**src/hw/rtl/mls_pkg.sv**
```systemverilog
`default_nettype none
package mls_pkg;

  // field widths
  localparam int unsigned LEVEL_W = 24;
  localparam int unsigned FRAC_W  = 16;
  localparam int unsigned ACC_W   = LEVEL_W + FRAC_W;
  localparam int unsigned DUR_W   = 16;
  localparam int unsigned SPM_W   = 8;
  localparam int unsigned CNT_W   = DUR_W + SPM_W;
  localparam int unsigned CHAN_W  = 2;
  localparam int unsigned CHAN_MAX = 4;
  // difference of two accumulator values needs one more bit
  localparam int unsigned DIV_W   = ACC_W + 1;

  localparam logic [SPM_W-1:0] SPM_RESET = 8'd48;

  // request kinds
  localparam logic REQ_RETARGET = 1'b0;
  localparam logic REQ_TICK     = 1'b1;

  typedef enum logic [1:0] {
    ST_IDLE,
    ST_DECODE,
    ST_TICK,
    ST_DIV
  } mls_state_e;

  // controller to datapath
  typedef struct packed {
    logic latch;       // capture the incoming word
    logic set_target;  // store the new destination
    logic jump;        // zero-length ramp: go to destination at once
    logic div_start;   // start the step division
    logic set_step;    // store quotient and ramp length
    logic tick;        // advance the channel and load the output word
  } mls_cmd_t;

  // datapath to controller
  typedef struct packed {
    logic is_tick;
    logic chan_ok;
    logic n_zero;
    logic div_done;
    logic out_free;
  } mls_sts_t;

endpackage
`default_nettype wire

```
**src/hw/rtl/multichannel_linear_slew.sv**
```systemverilog
`default_nettype none
// Multichannel linear ramp generator.
// Input stream (s_axis): tuser selects the request: retarget (0) or tick (1).
// A retarget stores a channel's destination and ramp time in ms; the ramp
// spans duration_ms * samples_per_ms ticks and gives no output word. A tick
// advances one channel by one sample and returns one output word with the
// channel, its 24-bit level and tlast high on the tick that ends a ramp.
// Words for channels at or beyond NUM_CHANNELS are dropped silently.
// Timing: one word at a time. A tick passes decode and the tick state,
// which loads the output word once the output register has room; the next
// word is accepted back in idle. A retarget with a nonzero ramp waits in
// the division state for the 41-step restoring divider that forms the
// per-sample step; a zero-length ramp or dropped word returns from decode.
// Reset: all channels idle at level zero, samples_per_ms returns to 48.
// The configuration port is always ready; write it only while idle.
// Output stall: a finished word waits in the output register while the
// next input word is accepted; a following tick holds until it drains.
module multichannel_linear_slew #(
  parameter int unsigned NUM_CHANNELS = 4
) (
  input  wire         clk_i,
  input  wire         rst_ni,
  // input words
  input  wire         s_axis_tvalid,
  output logic        s_axis_tready,
  input  wire  [47:0] s_axis_tdata,   // channel[1:0], target_level[25:2], duration_ms[41:26]
  input  wire         s_axis_tuser,   // req_type
  // output words
  output logic        m_axis_tvalid,
  input  wire         m_axis_tready,
  output logic [31:0] m_axis_tdata,   // out_channel[1:0], level[25:2]
  output logic        m_axis_tlast,   // arrived
  // samples_per_ms register
  input  wire         cfg_valid_i,
  output logic        cfg_ready_o,
  input  wire  [7:0]  cfg_data_i
);
  import mls_pkg::*;

  mls_cmd_t            cmd;
  mls_sts_t            sts;
  logic [CHAN_W-1:0]   out_chan;
  logic [LEVEL_W-1:0]  out_level;

  assign cfg_ready_o = 1'b1;

  mls_ctrl u_ctrl (
    .clk_i      (clk_i),
    .rst_ni     (rst_ni),
    .in_valid_i (s_axis_tvalid),
    .in_ready_o (s_axis_tready),
    .sts_i      (sts),
    .cmd_o      (cmd)
  );

  mls_datapath #(
    .NUM_CHANNELS (NUM_CHANNELS)
  ) u_datapath (
    .clk_i         (clk_i),
    .rst_ni        (rst_ni),
    .req_i         (s_axis_tuser),
    .chan_i        (s_axis_tdata[1:0]),
    .target_i      (s_axis_tdata[25:2]),
    .dur_i         (s_axis_tdata[41:26]),
    .cfg_we_i      (cfg_valid_i),
    .cfg_data_i    (cfg_data_i),
    .cmd_i         (cmd),
    .sts_o         (sts),
    .out_ready_i   (m_axis_tready),
    .out_valid_o   (m_axis_tvalid),
    .out_chan_o    (out_chan),
    .out_level_o   (out_level),
    .out_arrived_o (m_axis_tlast)
  );

  assign m_axis_tdata = {6'd0, out_level, out_chan};

endmodule
`default_nettype wire

```
**src/hw/rtl/mls_div.sv**
```systemverilog
`default_nettype none
module mls_div (
  input  wire                           clk_i,
  input  wire                           rst_ni,
  input  wire                           start_i,
  input  wire  [mls_pkg::DIV_W-1:0]     dividend_i,  // magnitude
  input  wire                           negate_i,
  input  wire  [mls_pkg::CNT_W-1:0]     divisor_i,
  output logic                          done_o,
  output logic [mls_pkg::ACC_W-1:0]     quot_o
);
  import mls_pkg::*;

  localparam int unsigned ITER_W = $clog2(DIV_W + 1);

  logic [DIV_W-1:0]  dq_q, dq_d;
  logic [CNT_W-1:0]  rem_q, rem_d;
  logic [CNT_W-1:0]  dvs_q;
  logic              neg_q;
  logic [ITER_W-1:0] cnt_q, cnt_d;
  logic              done_q, done_d;
  logic [CNT_W:0]    trial;
  logic [CNT_W:0]    trial_sub;
  logic              ge;
  logic [DIV_W-1:0]  quot_full;

  // one restoring step per cycle, MSB first
  always_comb begin
    trial     = {rem_q, dq_q[DIV_W-1]};
    trial_sub = trial - {1'b0, dvs_q};
    ge        = (trial >= {1'b0, dvs_q});
    dq_d      = dq_q;
    rem_d     = rem_q;
    cnt_d     = cnt_q;
    done_d    = 1'b0;
    if (start_i) begin
      dq_d  = dividend_i;
      rem_d = '0;
      cnt_d = ITER_W'(DIV_W);
    end else if (cnt_q != '0) begin
      dq_d  = {dq_q[DIV_W-2:0], ge};
      rem_d = ge ? trial_sub[CNT_W-1:0] : trial[CNT_W-1:0];
      cnt_d = cnt_q - 1'b1;
      if (cnt_q == ITER_W'(1)) begin
        done_d = 1'b1;
      end
    end
  end

  always_ff @(posedge clk_i or negedge rst_ni) begin
    if (!rst_ni) begin
      cnt_q  <= '0;
      done_q <= 1'b0;
    end else begin
      cnt_q  <= cnt_d;
      done_q <= done_d;
    end
  end

  always_ff @(posedge clk_i) begin
    dq_q  <= dq_d;
    rem_q <= rem_d;
    if (start_i) begin
      dvs_q <= divisor_i;
      neg_q <= negate_i;
    end
  end

  // sign fix-up; quotient is truncated toward zero
  assign quot_full = neg_q ? (~dq_q + 1'b1) : dq_q;
  assign quot_o    = quot_full[ACC_W-1:0];
  assign done_o    = done_q;

endmodule
`default_nettype wire

```
**src/hw/rtl/mls_datapath.sv**
```systemverilog
`default_nettype none
module mls_datapath #(
  parameter int unsigned NUM_CHANNELS = 4
) (
  input  wire                            clk_i,
  input  wire                            rst_ni,
  // input word fields
  input  wire                            req_i,
  input  wire  [mls_pkg::CHAN_W-1:0]     chan_i,
  input  wire  [mls_pkg::LEVEL_W-1:0]    target_i,
  input  wire  [mls_pkg::DUR_W-1:0]      dur_i,
  // config
  input  wire                            cfg_we_i,
  input  wire  [mls_pkg::SPM_W-1:0]      cfg_data_i,
  // control
  input  wire  mls_pkg::mls_cmd_t        cmd_i,
  output mls_pkg::mls_sts_t              sts_o,
  // output word
  input  wire                            out_ready_i,
  output logic                           out_valid_o,
  output logic [mls_pkg::CHAN_W-1:0]     out_chan_o,
  output logic [mls_pkg::LEVEL_W-1:0]    out_level_o,
  output logic                           out_arrived_o
);
  import mls_pkg::*;

  // channels beyond the field range can never be addressed
  localparam int unsigned NCH  = (NUM_CHANNELS < CHAN_MAX) ? NUM_CHANNELS : CHAN_MAX;
  localparam int unsigned IDX_W = (NCH > 1) ? $clog2(NCH) : 1;

  logic [SPM_W-1:0]           spm_q;
  logic                       req_q;
  logic [CHAN_W-1:0]          chan_q;
  logic signed [LEVEL_W-1:0]  tgt_q;
  logic [CNT_W-1:0]           n_q;

  logic signed [LEVEL_W-1:0]  target_q [NCH];
  logic signed [ACC_W-1:0]    acc_q    [NCH];
  logic signed [ACC_W-1:0]    step_q   [NCH];
  logic [CNT_W-1:0]           left_q   [NCH];

  logic [IDX_W-1:0]           idx;
  logic signed [DIV_W-1:0]    new_dest;
  logic signed [DIV_W-1:0]    diff;
  logic [DIV_W-1:0]           diff_mag;
  logic                       div_done;
  logic [ACC_W-1:0]           quot;

  logic signed [ACC_W-1:0]    cur_dest;
  logic signed [ACC_W-1:0]    acc_sum;
  logic                       last_tick;
  logic                       active;
  logic [LEVEL_W-1:0]         tick_level;

  logic                       out_valid_q;
  logic [CHAN_W-1:0]          out_chan_q;
  logic [LEVEL_W-1:0]         out_level_q;
  logic                       out_arrived_q;

  // configuration register
  always_ff @(posedge clk_i or negedge rst_ni) begin
    if (!rst_ni) begin
      spm_q <= SPM_RESET;
    end else if (cfg_we_i) begin
      spm_q <= cfg_data_i;
    end
  end

  // input capture; ramp length formed on the way in
  always_ff @(posedge clk_i) begin
    if (cmd_i.latch) begin
      req_q  <= req_i;
      chan_q <= chan_i;
      tgt_q  <= target_i;
      n_q    <= CNT_W'(dur_i) * CNT_W'(spm_q);
    end
  end

  assign idx = chan_q[IDX_W-1:0];

  // step division setup
  always_comb begin
    new_dest = DIV_W'(tgt_q) <<< FRAC_W;
    diff     = new_dest - DIV_W'(acc_q[idx]);
    diff_mag = diff[DIV_W-1] ? (~diff + 1'b1) : diff;
  end

  mls_div u_div (
    .clk_i      (clk_i),
    .rst_ni     (rst_ni),
    .start_i    (cmd_i.div_start),
    .dividend_i (diff_mag),
    .negate_i   (diff[DIV_W-1]),
    .divisor_i  (n_q),
    .done_o     (div_done),
    .quot_o     (quot)
  );

  // tick arithmetic
  always_comb begin
    cur_dest  = ACC_W'(target_q[idx]) <<< FRAC_W;
    acc_sum   = acc_q[idx] + step_q[idx];
    active    = (left_q[idx] != '0);
    last_tick = (left_q[idx] == CNT_W'(1));
    if (active && !last_tick) begin
      tick_level = acc_sum[ACC_W-1:FRAC_W];
    end else begin
      tick_level = target_q[idx];
    end
  end

  // per-channel state
  always_ff @(posedge clk_i or negedge rst_ni) begin
    if (!rst_ni) begin
      for (int k = 0; k < NCH; k++) begin
        target_q[k] <= '0;
        acc_q[k]    <= '0;
        step_q[k]   <= '0;
        left_q[k]   <= '0;
      end
    end else begin
      if (cmd_i.set_target) begin
        target_q[idx] <= tgt_q;
      end
      if (cmd_i.jump) begin
        acc_q[idx]  <= new_dest[ACC_W-1:0];
        step_q[idx] <= '0;
        left_q[idx] <= '0;
      end
      if (cmd_i.set_step) begin
        step_q[idx] <= quot;
        left_q[idx] <= n_q;
      end
      if (cmd_i.tick && active) begin
        if (last_tick) begin
          acc_q[idx]  <= cur_dest;
          step_q[idx] <= '0;
          left_q[idx] <= '0;
        end else begin
          acc_q[idx]  <= acc_sum;
          left_q[idx] <= left_q[idx] - 1'b1;
        end
      end
    end
  end

  // output register
  always_ff @(posedge clk_i or negedge rst_ni) begin
    if (!rst_ni) begin
      out_valid_q <= 1'b0;
    end else if (cmd_i.tick) begin
      out_valid_q <= 1'b1;
    end else if (out_ready_i) begin
      out_valid_q <= 1'b0;
    end
  end

  always_ff @(posedge clk_i) begin
    if (cmd_i.tick) begin
      out_chan_q    <= chan_q;
      out_level_q   <= tick_level;
      out_arrived_q <= active && last_tick;
    end
  end

  assign out_valid_o   = out_valid_q;
  assign out_chan_o    = out_chan_q;
  assign out_level_o   = out_level_q;
  assign out_arrived_o = out_arrived_q;

  // status to controller
  always_comb begin
    sts_o.is_tick  = (req_q == REQ_TICK);
    sts_o.chan_ok  = ({{(32 - CHAN_W){1'b0}}, chan_q} < 32'(NCH));
    sts_o.n_zero   = (n_q == '0);
    sts_o.div_done = div_done;
    sts_o.out_free = !out_valid_q || out_ready_i;
  end

endmodule
`default_nettype wire

```
**src/hw/rtl/mls_ctrl.sv**
```systemverilog
`default_nettype none
module mls_ctrl (
  input  wire                       clk_i,
  input  wire                       rst_ni,
  input  wire                       in_valid_i,
  output logic                      in_ready_o,
  input  wire  mls_pkg::mls_sts_t   sts_i,
  output mls_pkg::mls_cmd_t         cmd_o
);
  import mls_pkg::*;

  mls_state_e state_q, state_d;

  always_ff @(posedge clk_i or negedge rst_ni) begin
    if (!rst_ni) begin
      state_q <= ST_IDLE;
    end else begin
      state_q <= state_d;
    end
  end

  // next state and commands
  always_comb begin
    state_d    = state_q;
    cmd_o      = '0;
    in_ready_o = 1'b0;
    case (state_q)
      ST_IDLE: begin
        in_ready_o = 1'b1;
        if (in_valid_i) begin
          cmd_o.latch = 1'b1;
          state_d     = ST_DECODE;
        end
      end
      ST_DECODE: begin
        if (!sts_i.chan_ok) begin
          state_d = ST_IDLE;
        end else if (sts_i.is_tick) begin
          state_d = ST_TICK;
        end else if (sts_i.n_zero) begin
          cmd_o.set_target = 1'b1;
          cmd_o.jump       = 1'b1;
          state_d          = ST_IDLE;
        end else begin
          cmd_o.set_target = 1'b1;
          cmd_o.div_start  = 1'b1;
          state_d          = ST_DIV;
        end
      end
      ST_TICK: begin
        // wait for room in the output register
        if (sts_i.out_free) begin
          cmd_o.tick = 1'b1;
          state_d    = ST_IDLE;
        end
      end
      ST_DIV: begin
        if (sts_i.div_done) begin
          cmd_o.set_step = 1'b1;
          state_d        = ST_IDLE;
        end
      end
      default: begin
        state_d = ST_IDLE;
      end
    endcase
  end

endmodule
`default_nettype wire
```
**config.mk**
```make
export PLATFORM = sky130hd
export DESIGN_NAME = multichannel_linear_slew
export DESIGN_NICKNAME = d
export VERILOG_FILES = /design/src/hw/rtl/mls_pkg.sv /design/src/hw/rtl/multichannel_linear_slew.sv /design/src/hw/rtl/mls_div.sv /design/src/hw/rtl/mls_datapath.sv /design/src/hw/rtl/mls_ctrl.sv
export SDC_FILE = /design/constraint.sdc
export NUM_CORES = 2
export LEC_CHECK = 0
export ABC_AREA = 1
export BUFFER_PORTS_ARGS = -buffer_cell sky130_fd_sc_hd__buf_2
export CORE_MARGIN = 4
export CORE_UTILIZATION = 40
export DETAILED_ROUTE_END_ITERATION = 6
export GPL_ROUTABILITY_DRIVEN = 0
export PLACE_DENSITY = 0.59
export SLEW_MARGIN = 20
export SYNTH_ARGS = -nofsm -noshare
export SYNTH_HDL_FRONTEND = slang
export SYNTH_HIERARCHICAL = 1
export SYNTH_SLANG_ARGS = --single-unit
```
**constraint.sdc**
```tcl
create_clock -name clk_i -period 4.8 [get_ports clk_i]
set_clock_uncertainty 0.15 [all_clocks]
set_input_delay 0.96 -clock clk_i [delete_from_list [all_inputs] [get_ports clk_i]]
set_output_delay 0.96 -clock clk_i [all_outputs]
set_load 0.02 [all_outputs]
```
# Word-level counts from Yosys, hierarchy flattened
# Index checks and enable logic that the tools add are counted.
# classes
order_cmp	3
mul	1
n_eq_ne	8
n_addsub	7
div	0
muxes	64
n_reduce_logical	14
n_bitwise	9
n_shift	0
# ops
operator	n
two-way mux 160 bit	7
bitwise mux 160 bit	4
two-way mux 96 bit	4
bitwise AND 160 bit	2
bitwise mux 96 bit	3
two-way mux 40 bit	6
bitwise AND 96 bit	2
two-way mux 24 bit	7
binary-select mux 40 bit (select 2 bit)	2
inverter 160 bit	1
two-way mux 41 bit	3
binary-select mux 24 bit (select 2 bit)	2
inverter 96 bit	1
demux 40 bit (select 2 bit)	1
demux 24 bit (select 2 bit)	1
adder 41 x 1 -> 41 bit (second input constant)	1
inverter 41 bit	1
subtractor 40 x 40 -> 41 bit	1
adder 40 x 1 -> 40 bit (second input constant)	1
adder 40 bit	1
inverter 40 bit	1
greater-or-equal comparator 25 x 24 -> 1 bit	1
equality test 24 x 1 -> 1 bit (second input constant)	1
zero test 24 bit	1
25 further kinds	51
# totals
wordCells	138
mem_bits_ro	0
mem_bits_rw	0
regBits	698
memories	0
latch_bits	0

# Longest topological paths before layout
# depth
depth_word	13
depth_mapped	31

# Cells and area by module
# The synthesis kept the hierarchy.
# modules_own_cells
mod	cells_each	n_inst	area_per_inst_um2
mls_datapath	5591	1	40425.0
mls_div	994	1	6966.7
mls_ctrl	31	1	182.7
multichannel_linear_slew	9	1	60.1

# Worst setup path after synthesis
# No wires, ideal clock.
# synth_timing
kind	input to register
startpoint	input s_axis_tdata[30]
endpoint	register u_datapath.n_q[21] (data pin)
stages	23
arrival_time_ns	5.075
n_path_buf	1
slack_ns	-0.685
setup_ns	0.260
path_cell_list	clkbuf_1 -> nand2_1 -> fa_1 -> fa_1 -> inv_1 -> fa_1 -> inv_1 -> fa_1 -> inv_1 -> ha_1 -> nand2_1 -> nor3_1 -> a21oi_1 -> o21ai_0 -> a21boi_0 -> o21ai_0 -> nand2_1 -> nand2_1 -> nand2_1 -> nand2_1 -> nand2_1 -> nand2_1 -> xor2_1
# synth_via
elab_chain_len	1
# synth_lines
element	line_no	text
from (decl)	multichannel_linear_slew.sv:26	input wire [47:0] s_axis_tdata,
multiplier 16 x 8 -> 24 bit	mls_datapath.sv:75	n_q <= CNT_W'(dur_i) * CNT_W'(spm_q);
to (signal assigned)	mls_datapath.sv:75	
to (decl)	mls_datapath.sv:35	logic [CNT_W-1:0] n_q;
# Every way passes these cells.
# A chain may end at the register's enable or synchronous reset.

# Worst setup path in the final report
# layout_timing
startpoint	register u_datapath.spm_q[4]
endpoint	register u_datapath.n_q[21] (data pin)
# layout_via
elab_chain_len	1
# layout_lines
element	line_no	text
from (decl)	mls_datapath.sv:31	logic [SPM_W-1:0] spm_q;
from (signal assigned)	mls_datapath.sv:65	spm_q <= cfg_data_i;
multiplier 16 x 8 -> 24 bit	mls_datapath.sv:75	
# Every way passes these cells.

==> flow_summary.json <==
{
  "crit_chain": "buf_6 > nand2_1 > inv_1 > fa_1 > fa_1 > fa_1 > inv_1 > fa_1 > inv_1 > ha_1 > a21oi_2 > o21ai_2 > a21boi_2 > o21ai_2 > nand2_1 > nand2_1 > nand2_1 > nand2_2 > nand2_1 > nand2_1 > xor2_1",
  "synth.area.top_cells": "dfrtp_1 28%, nand2_1 14%, edfxtp_1 9.1%",
  "arrival_ns": 4.91,
  "yosysTopAreaCellShare_pct": 27.74,
  "avgViaCountPerCell": 5.591,
  "cts_tree": "built",
  "crit_top_cell": "nand2_1",
  "num-fill-cells": 11870,
  "min-delay-path-class": "in2async",
  "reg2reg_to": "u_datapath/n_q[21]$_DFFE_PP_",
  "cts_hold_buf": 0,
  "io_pins": 98,
  "die_width_um": 353.1,
  "gr-total-overflow": 0,
  "clkTransAtPathRegs_ns": 0.06,
  "antenna_left": 0,
  "antenna_cells": 0,
  "grt_use_total_pct": 27.12,
  "end_kind": "register",
  "die_h_um": 353.1,
  "fin_crit_ns": 4.640,
  "antenna_found_initial": 4,
  "drtIter0Drc": 5293,
  "fin_ws_ns": 0.1604,
  "finalCritPeriodShare_pct": 96.66,
  "final_layout_size_suffix_gt1_share_pct": 11.22,
  "critical_path_class": "reg2reg",
  "worstReg2RegStart": "u_datapath/spm_q[4]$_DFFE_PN1P_",
  "setup_viol": 0,
  "powerDensity_nw_per_um2": 565.8,
  "clkSinkCount": 698,
  "routedWlPerCell_um": 20.82,
  "tightest_slew_ns": 1.123,
  "r2r_slack_ns": 0.16,
  "vdd_drop_max_mv": 0.3255,
  "ys.flop_type": "dfrtp_1",
  "final-max-slew-violation-count": 0,
  "ys_types": 62,
  "die-area_um2": 124700,
  "netlist_top_cells_count": "1822 x nand2_1, 761 x inv_1, 600 x nand3_1",
  "finalHoldViolations": 0,
  "yosys_warnings": 6,
  "crit_fanout": 11,
  "async_flop_share_pct": 75.93,
  "avgSynthCellArea_um2": 7.190,
  "initial_utilization_pct": 40.34,
  "cp-start-kind": "register",
  "row_count": 126,
  "dr.pass1.iters": 7,
  "synthToLayoutAreaGrowth_pct": 15.38,
  "pre_cts_ws_ns": -0.5649,
  "top_layer": "met5",
  "core_area_um2": 118100,
  "place_hpwl_um": 121500,
  "synthCells": 6625,
  "reg2regPathDepth": 21,
  "synth_top_area_cell": "dfrtp_1",
  "h-tree-depth": 3,
  "dr_wl_met3_um": 15730,
  "num_vias": 47060,
  "clock_latency_ns": 0.70,
  "multi_input_area_um2": 25440,
  "tns_ns": 0,
  "wl_um": 175200,
  "wl_met1_um": 73590,
  "max-slew-margin-rel_pct": 24.86,
  "slowest_stage": "dfstp_2",
  "grt_max_degree": 91,
  "rsz0062_at_grt": "yes",
  "max_freq_ghz": 0.2155,
  "io_buffers": 84,
  "grt_pass1_vias": 44000,
  "clockBufferDepth": 3,
  "yosysSeqAreaShare_pct": 37.93,
  "synth-seq-cells": 698,
  "drc": 4,
  "grt_pass1_wl_um": 265800,
  "max_stage_delay_ns": 0.60,
  "register_area_um2": 18070,
  "numCtsBuffers": 83,
  "synth.cell_area_um2": 47630,
  "p_leak_uw": 0.02725,
  "critical_path.n_buffers_inverters": 4,
  "nNetsFinal": 7095,
  "synth_edf_count": 144,
  "violations": "DRC",
  "maxCapViolations": 0,
  "outcome": "finished, violations left",
  "synth_most_common_cell": "nand2_1",
  "finalPower_uw": 31100,
  "path_delay_family": "adder cells",
  "met2WireLength_um": 78140,
  "required_ns": 5.07,
  "root_buffer": "clkbuf_16"
}
-- repair_timing --
action                                  in CTS  in global routing
pin swaps                                    1                 10
endpoints found under the setup margin      12                192
gates cloned                                 0                  3
gates resized for setup                      3                 76
buffers inserted                             0                 12
-- where the power goes --
group,internal (uW),switching [uW],leakage (uW)
clock network,3920,2680,0.00141
registers,7450,867,0.00804
logic,6010,10200,0.0178
total,17400,13700,0.0273
-- sequential cells by signal, summed over array words and instances, names as in the netlist, 6 cells and up --
name / count
u_datapath/out_level_o: 24
u_datapath/u_div/rem_q: 24
u_datapath/target_q: 96
u_datapath/u_div/cnt_q: 6
u_datapath/acc_q: 160
u_datapath/u_div/dvs_q: 24
u_datapath/spm_q: 8
u_datapath/left_q: 96
u_datapath/step_q: 160
u_datapath/n_q: 24
u_datapath/u_div/dq_q: 41
u_datapath/tgt_q: 24
-- worst max-delay path by stage --
| stage | slack (ns) | from | to | cells after the start |
|---|---|---|---|---|
| finish | 0.16 | u_datapath/spm_q[4]$_DFFE_PN1P_ | u_datapath/n_q[21]$_DFFE_PP_ | 21 |
| global route | -0.05 | u_datapath/spm_q[4]$_DFFE_PN1P_ | u_datapath/n_q[21]$_DFFE_PP_ | 21 |
| CTS | -0.04 | u_datapath/chan_q[0]$_DFFE_PP_ | u_datapath/left_q[58]$_DFF_PN0_ | 18 |
| detailed placement | -0.56 | s_axis_tdata[30] | u_datapath/n_q[21]$_DFFE_PP_ | 23 |
| global placement | -0.52 | s_axis_tdata[30] | u_datapath/n_q[21]$_DFFE_PP_ | 23 |
| floorplan | -0.32 | s_axis_tdata[30] | u_datapath/n_q[21]$_DFFE_PP_ | 23 |
-- layout make-up --
class                      instances  share of cell area, %
clock buffer                     127                  4.619
timing repair inverter             3                0.04325
multi-input combinational       4773                  46.28
timing repair buffer             467                  6.688
tap                             1536                  3.497
clock inverter                    29                 0.5532
sequential                       698                  32.88
inverter                         784                  5.434
-- cell usage in the layout (no fill, tap or decap), types with 18 or more instances in the layout --
master,Yosys,routed
a31oi_1,68,68
ha_1,137,132
nor2_1,498,482
buf_4,17,348
nor3_1,41,37
a21oi_1,297,279
buf_2,82,83
o211ai_1,54,54
clkbuf_1,242,20
inv_2,22,18
o22ai_1,59,59
inv_1,761,755
clkbuf_8,0,19
a22oi_1,90,90
fa_1,86,86
nor2_2,15,22
xnor2_1,35,34
clkbuf_16,0,88
nand3_1,600,600
buf_12,0,25
edfxtp_1,144,144
o21ai_1,19,22
o21a_1,22,20
nand2_1,1822,1810
nand4_1,50,50
dfrtp_1,528,525
dfxtp_1,24,24
xor2_1,111,110
o21ai_0,590,582
-- worst reg2reg max path, cell delays in order (launching register included) --
cell and delay [ns]:
dfstp_2 0.60, buf_6 0.17, nand2_1 0.06, inv_1 0.06, fa_1 0.44, fa_1 0.51
fa_1 0.49, inv_1 0.05, fa_1 0.47, inv_1 0.04, ha_1 0.32, a21oi_2 0.15
o21ai_2 0.08, a21boi_2 0.19, o21ai_2 0.08, nand2_1 0.09, nand2_1 0.07, nand2_1 0.07
nand2_2 0.06, nand2_1 0.06, nand2_1 0.06, xor2_1 0.14
-- through the flow --
stage / utilization, % / hold WS (ns) / cell area, um^2 / instances
3_5_place_dp: 43.77 / 0.3134 / 51680 / 8246
5_1_grt: 46.55 / 0.2028 / 54960 / 8417
4_1_cts: 46.18 / 0.1613 / 54530 / 8402
2_1_floorplan: - / 0.2764 / 47750 / 6630
3_3_place_gp: 43.74 / 0.3106 / 51650 / 8245
6_report: 46.55 / 0.1598 / 54960 / 8417
-- layer usage --
metal,GRT usage (%),vias up
met5,0,-
met4,10.95,4
met3,4.628,371
met2,42.83,2205
met1,37.04,22410
li1,-,22070
-- cell families (layout without fill, tap and decap cells) --
group                      count (synthesis)  count (layout)  synth area share (%)
AOI/OAI and AO/OA                       1276            1276                 15.16
other                                      3               8               0.02364
buffers and inverters                   1159            1410                 9.577
muxes                                      8               8                0.1891
DFF                                      698             698                 37.93
and+or+nand+nor                         3112            3112                 27.21
adders and majority gates                223             223                 7.213
xor gates and xnor gates                 146             146                 2.684
No activity file was read; power rests on OpenSTA's default activity.
